===== config.mk =====
export PLATFORM = sky130hd
export DESIGN_NAME = retransmit_timer_table_unit
export DESIGN_NICKNAME = d
export VERILOG_FILES = /design/src/rtl/core/rtt_pkg.sv /design/src/rtl/core/retransmit_timer_table_unit.sv
export SDC_FILE = /design/constraint.sdc
export NUM_CORES = 2
export LEC_CHECK = 0
export BUFFER_PORTS_ARGS = -buffer_cell sky130_fd_sc_hd__buf_2
export CORE_AREA = 2 2 341 343
export CTS_BUF_LIST = sky130_fd_sc_hd__clkbuf_8
export CTS_CLUSTER_DIAMETER = 100
export CTS_CLUSTER_SIZE = 25
export DETAILED_ROUTE_END_ITERATION = 12
export DIE_AREA = 0 0 343 345
export GPL_ROUTABILITY_DRIVEN = 0
export GPL_TIMING_DRIVEN = 0
export PLACE_DENSITY = 0.71
export REMOVE_ABC_BUFFERS = 1
export SETUP_SLACK_MARGIN = 0.2
export SLEW_MARGIN = 20
export SYNTH_ARGS = -nofsm -noshare
export SYNTH_HDL_FRONTEND = slang
export SYNTH_SLANG_ARGS = --single-unit

===== constraint.sdc =====
create_clock -name clk -period 7.8 [get_ports clk]
set_input_delay 1.56 -clock clk [delete_from_list [all_inputs] [get_ports clk]]
set_output_delay 1.56 -clock clk [all_outputs]
set_load 0.1 [all_outputs]

===== src/rtl/core/rtt_pkg.sv =====
`timescale 1ns / 1ps
// ----------------------------------------------------------------------------
// rtt_pkg
// types and constants of the retransmit timer table
// ----------------------------------------------------------------------------
package rtt_pkg;

	// field widths
	localparam int NumW     = 32;
	localparam int TimeW    = 32;
	localparam int GapW     = 16;
	localparam int RetryW   = 8;
	localparam int ModeW    = 2;
	localparam int KindW    = 3;

	// stream payload widths
	localparam int InDataW  = 64;
	localparam int OutDataW = 48;
	localparam int CfgIdxW  = 1;
	localparam int CfgDataW = 16;

	// register reset values
	localparam logic [GapW-1:0]   GapReset   = 16'd1000;
	localparam logic [RetryW-1:0] RetryReset = 8'd5;

	// slot reduction of a packet number: one hex digit per cycle
	localparam int DigitW   = 4;
	localparam int ModSteps = NumW / DigitW;
	localparam int StepW    = $clog2(ModSteps);

	// register indexes
	localparam logic [CfgIdxW-1:0] CfgWaitGap    = 1'd0;
	localparam logic [CfgIdxW-1:0] CfgMaxRetries = 1'd1;

	typedef enum logic [ModeW-1:0] {
		ModeRegister   = 2'd0,
		ModeUnregister = 2'd1,
		ModeTick       = 2'd2,
		ModeQuery      = 2'd3
	} mode_t;

	typedef enum logic [KindW-1:0] {
		KindAssigned  = 3'd0,
		KindResend    = 3'd1,
		KindQuery     = 3'd2,
		KindTickDone  = 3'd3,
		KindUnregDone = 3'd4
	} kind_t;

	typedef struct packed {
		logic [NumW-1:0]   number;
		logic [TimeW-1:0]  sent_time;
		logic [RetryW-1:0] retries;
	} entry_t;

endpackage


===== src/rtl/core/retransmit_timer_table_unit.sv =====
`timescale 1ns / 1ps
// ----------------------------------------------------------------------------
// retransmit_timer_table_unit
// table of pending retransmission timers with register, unregister, query
// and a timed resend scan
// ----------------------------------------------------------------------------
//
// channel   dir   transaction carries
// s_axis    in    tuser mode, tdata packet_number and now
// m_axis    out   tuser kind, tdata packet_number_res, retry_count, found;
//                 tlast on the final result of an input transaction
// cfg       in    one register write per cycle with cfg_we high
//
// steps: register inserts at the counter slot; unregister and query reduce
// the slot index from the packet number one hex digit per cycle, then read
// the entry memory and answer; tick visits each slot in the read state, an
// occupied slot also in the evaluate state, and ends with the done result
// reset: valid bits, counter, registers and output register clear at once,
// no clearing pass
// stalls: a held result stalls the block only where it must load the next
// result; slot reduction, entry reads and scanning past entries that are not
// due go on; a new input transaction is taken only after all results of the
// previous one are loaded
// ----------------------------------------------------------------------------
module retransmit_timer_table_unit #(
	parameter int TABLE_DEPTH = 16
) (
	input  logic                           clk,
	input  logic                           arst_n,
	// configuration write port
	input  logic                           cfg_we,
	input  logic [rtt_pkg::CfgIdxW-1:0]    cfg_index,
	input  logic [rtt_pkg::CfgDataW-1:0]   cfg_data,
	// input stream
	input  logic                           s_axis_tvalid,
	output logic                           s_axis_tready,
	input  logic [rtt_pkg::InDataW-1:0]    s_axis_tdata,   // packet_number, now
	input  logic [rtt_pkg::ModeW-1:0]      s_axis_tuser,   // mode
	// result stream
	output logic                           m_axis_tvalid,
	input  logic                           m_axis_tready,
	output logic [rtt_pkg::OutDataW-1:0]   m_axis_tdata,   // packet_number_res,
	                                                       // retry_count, found
	output logic [rtt_pkg::KindW-1:0]      m_axis_tuser,   // kind
	output logic                           m_axis_tlast    // last
);

	import rtt_pkg::*;

	localparam int SlotW = $clog2(TABLE_DEPTH);
	localparam logic [SlotW-1:0] LastSlot = SlotW'(TABLE_DEPTH - 1);
	localparam logic [SlotW:0]   DepthW   = (SlotW + 1)'(TABLE_DEPTH);
	localparam logic [StepW-1:0] LastStep = StepW'(ModSteps - 1);

	typedef enum logic [2:0] {
		S_IDLE,
		S_REG,    // insert at the counter slot
		S_MOD,    // reduce packet number to a slot index
		S_LREAD,  // read entry for unregister or query
		S_LEVAL,  // compare and answer
		S_TREAD,  // tick scan: read slot
		S_TEVAL,  // tick scan: age check, restamp and resend
		S_TDONE   // tick done result
	} state_t;

	state_t state_q;

	// configuration registers
	logic [GapW-1:0]   gap_q;
	logic [RetryW-1:0] max_q;

	// captured input transaction
	mode_t             mode_q;
	logic [NumW-1:0]   num_q;
	logic [TimeW-1:0]  now_q;
	logic [NumW-1:0]   digits_q;
	logic [StepW-1:0]  step_q;
	logic [SlotW-1:0]  slot_q;

	// number counter and its slot, kept in step so no reduction is needed
	logic [NumW-1:0]   next_number_q;
	logic [SlotW-1:0]  next_slot_q;

	// valid bit per slot, entry contents in memory
	logic [TABLE_DEPTH-1:0] valid_q;
	entry_t                 mem [TABLE_DEPTH];
	entry_t                 rd_q;

	// output register
	logic              out_valid_q;
	kind_t             out_kind_q;
	logic [NumW-1:0]   out_num_q;
	logic [RetryW-1:0] out_retry_q;
	logic              out_found_q;
	logic              out_last_q;

	logic              can_load;
	logic              mem_re;
	logic              mem_we;
	logic [SlotW-1:0]  wr_addr;
	entry_t            wr_data;
	logic [TimeW-1:0]  elapsed;
	logic              tick_due;
	logic              hit;
	logic [SlotW-1:0]  rem_next;
	logic [RetryW-1:0] retry_inc;

	assign can_load      = !out_valid_q || m_axis_tready;
	assign s_axis_tready = (state_q == S_IDLE);

	// resend check on the entry just read
	assign elapsed   = now_q - rd_q.sent_time;
	assign tick_due  = (elapsed > {{(TimeW - GapW){1'b0}}, gap_q}) && (rd_q.retries < max_q);
	assign retry_inc = rd_q.retries + 1'b1;
	assign hit       = valid_q[slot_q] && (rd_q.number == num_q);

	// slot remainder: fold in the next hex digit, one conditional subtract per bit
	always_comb begin
		logic [SlotW:0]   t;
		logic [SlotW-1:0] r;
		r = slot_q;
		for (int k = 0; k < DigitW; k++) begin
			t = {r, digits_q[NumW-1-k]};
			if (t >= DepthW) begin
				t = t - DepthW;
			end
			r = t[SlotW-1:0];
		end
		rem_next = r;
	end

	// memory port control
	always_comb begin
		mem_re  = (state_q == S_LREAD) || ((state_q == S_TREAD) && valid_q[slot_q]);
		mem_we  = 1'b0;
		wr_addr = slot_q;
		wr_data = '{number: rd_q.number, sent_time: now_q, retries: retry_inc};
		case (state_q)
			S_REG: begin
				mem_we  = can_load && !valid_q[next_slot_q];
				wr_addr = next_slot_q;
				wr_data = '{number: next_number_q, sent_time: now_q, retries: '0};
			end
			S_TEVAL: begin
				mem_we = can_load && tick_due;
			end
			default: begin
				mem_we = 1'b0;
			end
		endcase
	end

	// entry memory, one write and one registered read port
	always_ff @(posedge clk) begin
		if (mem_we) begin
			mem[wr_addr] <= wr_data;
		end
		if (mem_re) begin
			rd_q <= mem[slot_q];
		end
	end

	// configuration registers
	always_ff @(posedge clk or negedge arst_n) begin
		if (!arst_n) begin
			gap_q <= GapReset;
			max_q <= RetryReset;
		end else if (cfg_we) begin
			case (cfg_index)
				CfgWaitGap:    gap_q <= cfg_data;
				CfgMaxRetries: max_q <= cfg_data[RetryW-1:0];
				default:       gap_q <= gap_q;
			endcase
		end
	end

	// input capture registers, no reset needed
	always_ff @(posedge clk) begin
		if (s_axis_tvalid && s_axis_tready) begin
			mode_q   <= mode_t'(s_axis_tuser);
			num_q    <= s_axis_tdata[NumW-1:0];
			now_q    <= s_axis_tdata[NumW +: TimeW];
			digits_q <= s_axis_tdata[NumW-1:0];
		end else if (state_q == S_MOD) begin
			digits_q <= {digits_q[NumW-1-DigitW:0], {DigitW{1'b0}}};
		end
	end

	// control state and output register
	always_ff @(posedge clk or negedge arst_n) begin
		if (!arst_n) begin
			state_q       <= S_IDLE;
			step_q        <= '0;
			slot_q        <= '0;
			next_number_q <= '0;
			next_slot_q   <= '0;
			valid_q       <= '0;
			out_valid_q   <= 1'b0;
			out_kind_q    <= KindAssigned;
			out_num_q     <= '0;
			out_retry_q   <= '0;
			out_found_q   <= 1'b0;
			out_last_q    <= 1'b0;
		end else begin
			if (out_valid_q && m_axis_tready) begin
				out_valid_q <= 1'b0;
			end
			case (state_q)
				S_IDLE: begin
					if (s_axis_tvalid) begin
						slot_q <= '0;
						step_q <= '0;
						case (mode_t'(s_axis_tuser))
							ModeRegister: state_q <= S_REG;
							ModeTick:     state_q <= S_TREAD;
							default:      state_q <= S_MOD;
						endcase
					end
				end
				S_REG: begin
					if (can_load) begin
						// a busy slot refuses the insert, the number is spent anyway
						if (!valid_q[next_slot_q]) begin
							valid_q[next_slot_q] <= 1'b1;
						end
						out_valid_q   <= 1'b1;
						out_kind_q    <= KindAssigned;
						out_num_q     <= next_number_q;
						out_retry_q   <= '0;
						out_found_q   <= !valid_q[next_slot_q];
						out_last_q    <= 1'b1;
						next_number_q <= next_number_q + 1'b1;
						// counter wrap restarts the slot sequence at zero
						if (next_number_q == {NumW{1'b1}} || next_slot_q == LastSlot) begin
							next_slot_q <= '0;
						end else begin
							next_slot_q <= next_slot_q + 1'b1;
						end
						state_q <= S_IDLE;
					end
				end
				S_MOD: begin
					slot_q <= rem_next;
					step_q <= step_q + 1'b1;
					if (step_q == LastStep) begin
						state_q <= S_LREAD;
					end
				end
				S_LREAD: begin
					state_q <= S_LEVAL;
				end
				S_LEVAL: begin
					if (can_load) begin
						out_valid_q <= 1'b1;
						out_num_q   <= num_q;
						out_found_q <= hit;
						out_last_q  <= 1'b1;
						if (mode_q == ModeUnregister) begin
							out_kind_q  <= KindUnregDone;
							out_retry_q <= '0;
							if (hit) begin
								valid_q[slot_q] <= 1'b0;
							end
						end else begin
							out_kind_q  <= KindQuery;
							out_retry_q <= hit ? rd_q.retries : '0;
						end
						state_q <= S_IDLE;
					end
				end
				S_TREAD: begin
					if (valid_q[slot_q]) begin
						state_q <= S_TEVAL;
					end else if (slot_q == LastSlot) begin
						state_q <= S_TDONE;
					end else begin
						slot_q <= slot_q + 1'b1;
					end
				end
				S_TEVAL: begin
					// a due entry waits here until the result can be loaded
					if (!tick_due || can_load) begin
						if (tick_due) begin
							out_valid_q <= 1'b1;
							out_kind_q  <= KindResend;
							out_num_q   <= rd_q.number;
							out_retry_q <= retry_inc;
							out_found_q <= 1'b1;
							out_last_q  <= 1'b0;
						end
						if (slot_q == LastSlot) begin
							state_q <= S_TDONE;
						end else begin
							slot_q  <= slot_q + 1'b1;
							state_q <= S_TREAD;
						end
					end
				end
				S_TDONE: begin
					if (can_load) begin
						out_valid_q <= 1'b1;
						out_kind_q  <= KindTickDone;
						out_num_q   <= '0;
						out_retry_q <= '0;
						out_found_q <= 1'b0;
						out_last_q  <= 1'b1;
						state_q     <= S_IDLE;
					end
				end
				default: begin
					state_q <= S_IDLE;
				end
			endcase
		end
	end

	assign m_axis_tvalid = out_valid_q;
	assign m_axis_tuser  = out_kind_q;
	assign m_axis_tlast  = out_last_q;
	assign m_axis_tdata  = {{(OutDataW - NumW - RetryW - 1){1'b0}},
	                        out_found_q, out_retry_q, out_num_q};

`ifndef NO_ASSERTIONS
	// one input transaction at a time
	assert property (@(posedge clk) disable iff (!arst_n)
		(s_axis_tvalid && s_axis_tready) |=> !s_axis_tready)
		else $error("input taken while a transaction is in flight");

	// resends never close a transaction, every other result does
	assert property (@(posedge clk) disable iff (!arst_n)
		m_axis_tvalid |-> (m_axis_tlast == (m_axis_tuser != KindResend)))
		else $error("tlast does not match result kind");

	// slot indexes stay inside the table
	assert property (@(posedge clk) disable iff (!arst_n)
		(slot_q <= LastSlot) && (next_slot_q <= LastSlot))
		else $error("slot index beyond table depth");
`endif

endmodule


==> results_dict.tcl <==
set metrics [dict create \
    synth.avg_cell_area_um2 18.8 \
    cts_tree "built" \
    path_max_fanout 17 \
    final-hold-violation-count 0 \
    rsz0062_at_grt "false" \
    first_pass_iters 8 \
    grt_max_degree 79 \
    yosysWarningCount 0 \
    cp.required_ns 8.31 \
    syn_area_mm2 0.0594 \
    drv_slew 0 \
    path_class "register to register" \
    die_x_um 343 \
    core_area_mm2 0.115 \
    synth_cell_types 81 \
    final_core_util_pct 57.0 \
    cts.sinks 1454 \
    synth_seq_cells 1454 \
    drv_cap 0 \
    post_cts_resized 0 \
    drive_gt1_share_pct 24.1 \
    vias_per_cell 6.28 \
    period_minus_slack_ns 6.63 \
    grt_pass1_vias 30499 \
    startpoint_type "register" \
    leakage_nw 21.7 \
    io_pins 142 \
    area_growth_pct 10.5 \
    vdd_drop_max_v 0.000325 \
    ys_seq_area_share_pct 72.4 \
    ys.flop_type "edfxtp_1" \
    endpoint_kind "register" \
    drt_iter0_drc 3984 \
    outcome "finished, final reports clean" \
    ys_async_sr_fraction_pct 9.08 \
    synth_area_leaders "edfxtp_1 (67%), mux4_2 (14%), dfrtp_1 (5.2%)" \
    grt_first_pass_wirelength_mm 208 \
    nNetsFinal 3511 \
    io_buffers 134 \
    hp-class "register to register" \
    clk_latency_ns 0.79 \
    synthCells 3166 \
    overflow 0 \
    core.rowCount 125 \
    total_power_mw 21.5 \
    max_freq_mhz 151 \
    wire_per_inst_um 28.8 \
    antenna_left 0 \
    drc 0 \
    start_util_pct 51.6 \
    fin_crit_sh_pct 85.0 \
    hpwlAfterDp_mm 93.5 \
    whs_path_depth 1 \
    die_h_um 345 \
    wl_mm 142 \
    root_buffer "clkbuf_8" \
    r2r_setup_slack_ns 1.17 \
    hold_end "next_number_q[23]" \
    pwr_density_cell_mw_per_mm2 328 \
    reg2reg_from "now_q[6]" \
    relSlewSlack_pct 30.6 \
    via_count 30879 \
    skew_ns 0.0553 \
    worst_slew_pin_slew_ns 1.03 \
    reg2regPathDepth 24 \
    yosysTopAreaCell "edfxtp_1" \
    worstReg2RegEnd "mem[14][50]" \
    synth_edf_count 1322 \
    setup_violations 0 \
    htreeDepth 3 \
    groute.usage.overall_pct 24.1 \
    antenna_found_initial 2 \
    setup_tns_ns 0 \
    hp-start "next_number_q[23]" \
    yosysTopAreaCellShare_pct 66.8 \
    dieArea_mm2 0.118 \
    clk_transition_reported_paths_ns 0.14 \
    cp.arrival_ns 7.13 \
    clk_path_buf_depth 3 \
    numCtsBuffers 69 \
]
worst max-delay path, cell delays in order (launching register included):
cell and delay [ns]:
edfxtp_1 0.66, ha_1 0.55, a21oi_1 0.29, nand2_1 0.13, o21ai_0 0.37, nand2b_1 0.17
nand3_1 0.11, nand2_1 0.07, xor2_1 0.15, ha_1 0.30, nand4_1 0.15, nor4_1 0.10
a21boi_0 0.14, or4_1 0.58, o2bb2ai_1 0.19, nor4b_4 0.25, and4_1 0.24, nand4_1 0.51
a21oi_4 0.34, buf_12 0.22, nor2_4 0.12, buf_16 0.18, buf_16 0.16, buf_16 0.16
buf_12 0.17
metrics by stage:
| stage | area [µm²] | hold slack (ns) | worst slack [ns] | std cells |
|---|---|---|---|---|
| 5_1_grt | 65700 | 0.500 | 0.799 | 4917 |
| 4_1_cts | 65600 | 0.488 | 0.523 | 4912 |
| 3_3_place_gp | 61300 | 0.460 | -19.50 | 4683 |
| 6_report | 65700 | 0.491 | 1.17 | 4917 |
| 3_5_place_dp | 64400 | 0.465 | 0.556 | 4805 |
| 2_1_floorplan | 58800 | 0.445 | -8.55 | 3025 |
sequential cells by signal, summed over array words and instances (netlist names), 2 cells and up:
register	flops
num_q	32
rd_q	72
next_number_q	32
state_q	3
step_q	3
mem	1152
digits_q	32
next_slot_q	4
m_axis_tuser	3
out_retry_q	8
gap_q	16
now_q	32
slot_q	4
max_q	8
out_num_q	32
mode_q	2
valid_q	16
where the power goes:
group	switching, mW	internal, mW
logic	4.61	3.12
clock network	2.24	0.899
registers	0.624	10.0
how the worst max path moves through the flow:
| stage | startpoint | to | cells after the start | slack, ns |
|---|---|---|---|---|
| floorplan | slot_q[0] | rd_q[0] | 4 | -8.55 |
| global placement | slot_q[0] | mem[9][17] | 4 | -19.50 |
| detailed placement | now_q[4] | mem[14][29] | 24 | 0.56 |
| CTS | now_q[4] | mem[14][50] | 24 | 0.52 |
| global route | now_q[6] | mem[3][32] | 23 | 0.80 |
| finish | now_q[6] | mem[14][50] | 24 | 1.17 |
cells by family after synthesis:
kind of cell / synth area share, %
AOI/OAI and AO/OA: 2.93
xor gates and xnor gates: 1.33
adders and majority gates: 1.42
buffers and inverters: 1.60
DFF: 72.4
muxes: 15.9
other: 0.00631
and+or+nand+nor: 4.42
per-layer routing:
metal | wire, µm | vias to the layer above | global-route usage, % | share of wire [%]
met5 | 0 | - | 0 | 0
met4 | 4920 | 0 | 8.32 | 3.5
met3 | 11400 | 264 | 3.34 | 8.0
met2 | 70000 | 1506 | 39.0 | 49
met1 | 55400 | 16186 | 33.8 | 39
li1 | - | 12923 | - | -
area by class of cell:
cell class,instances,area (µm²)
clock buffers,74,1020
clock inverters,33,166
inverters,77,302
repair buffers,260,3580
multi-input cells,1494,15700
diodes,1,2.50
fillers,8470,49400
well taps,1524,1910
flip-flops and latches,1454,43000
synthesized netlist by cell type, types with 39 or more instances:
master	n
dfrtp_1	124
mux2_4	39
nand3_1	42
nand2_1	324
a21oi_1	81
ha_1	66
o21ai_0	109
xnor2_1	64
mux4_2	370
clkbuf_1	83
nor2_1	85
inv_1	76
edfxtp_1	1322
repair_timing:
action | 4_1_cts | 5_1_grt
setup buffers | 0 | 4
hold buffers | 0 | 0
endpoints found under the setup margin | 0 | 167
layout by cell type (no fill, tap or decap), drive strengths merged, types with 6 or more instances in the layout:
cell    netlist  routed
a31oi        13      13
o21a          7       7
and3         26      26
edfxtp     1322    1322
and2         14      14
a211oi        6       6
nor2b         9       9
a21oi        83      83
conb          1       7
nor3         10      10
nand4        31      31
nor4          6       6
xor2         26      26
mux2i        36      36
inv          77     107
ha           66      66
dfstp         8       8
xnor2        64      64
o21ai       118     118
nand2b       11      11
nor2         85      85
dfrtp       124     124
mux4        370     370
buf          60     260
o22ai         7       7
nand3        42      42
o211ai        7       7
o31ai        10      10
nand2       326     326
clkbuf       84      74
mux2         53      53
Power figures use the tool's default switching activity.
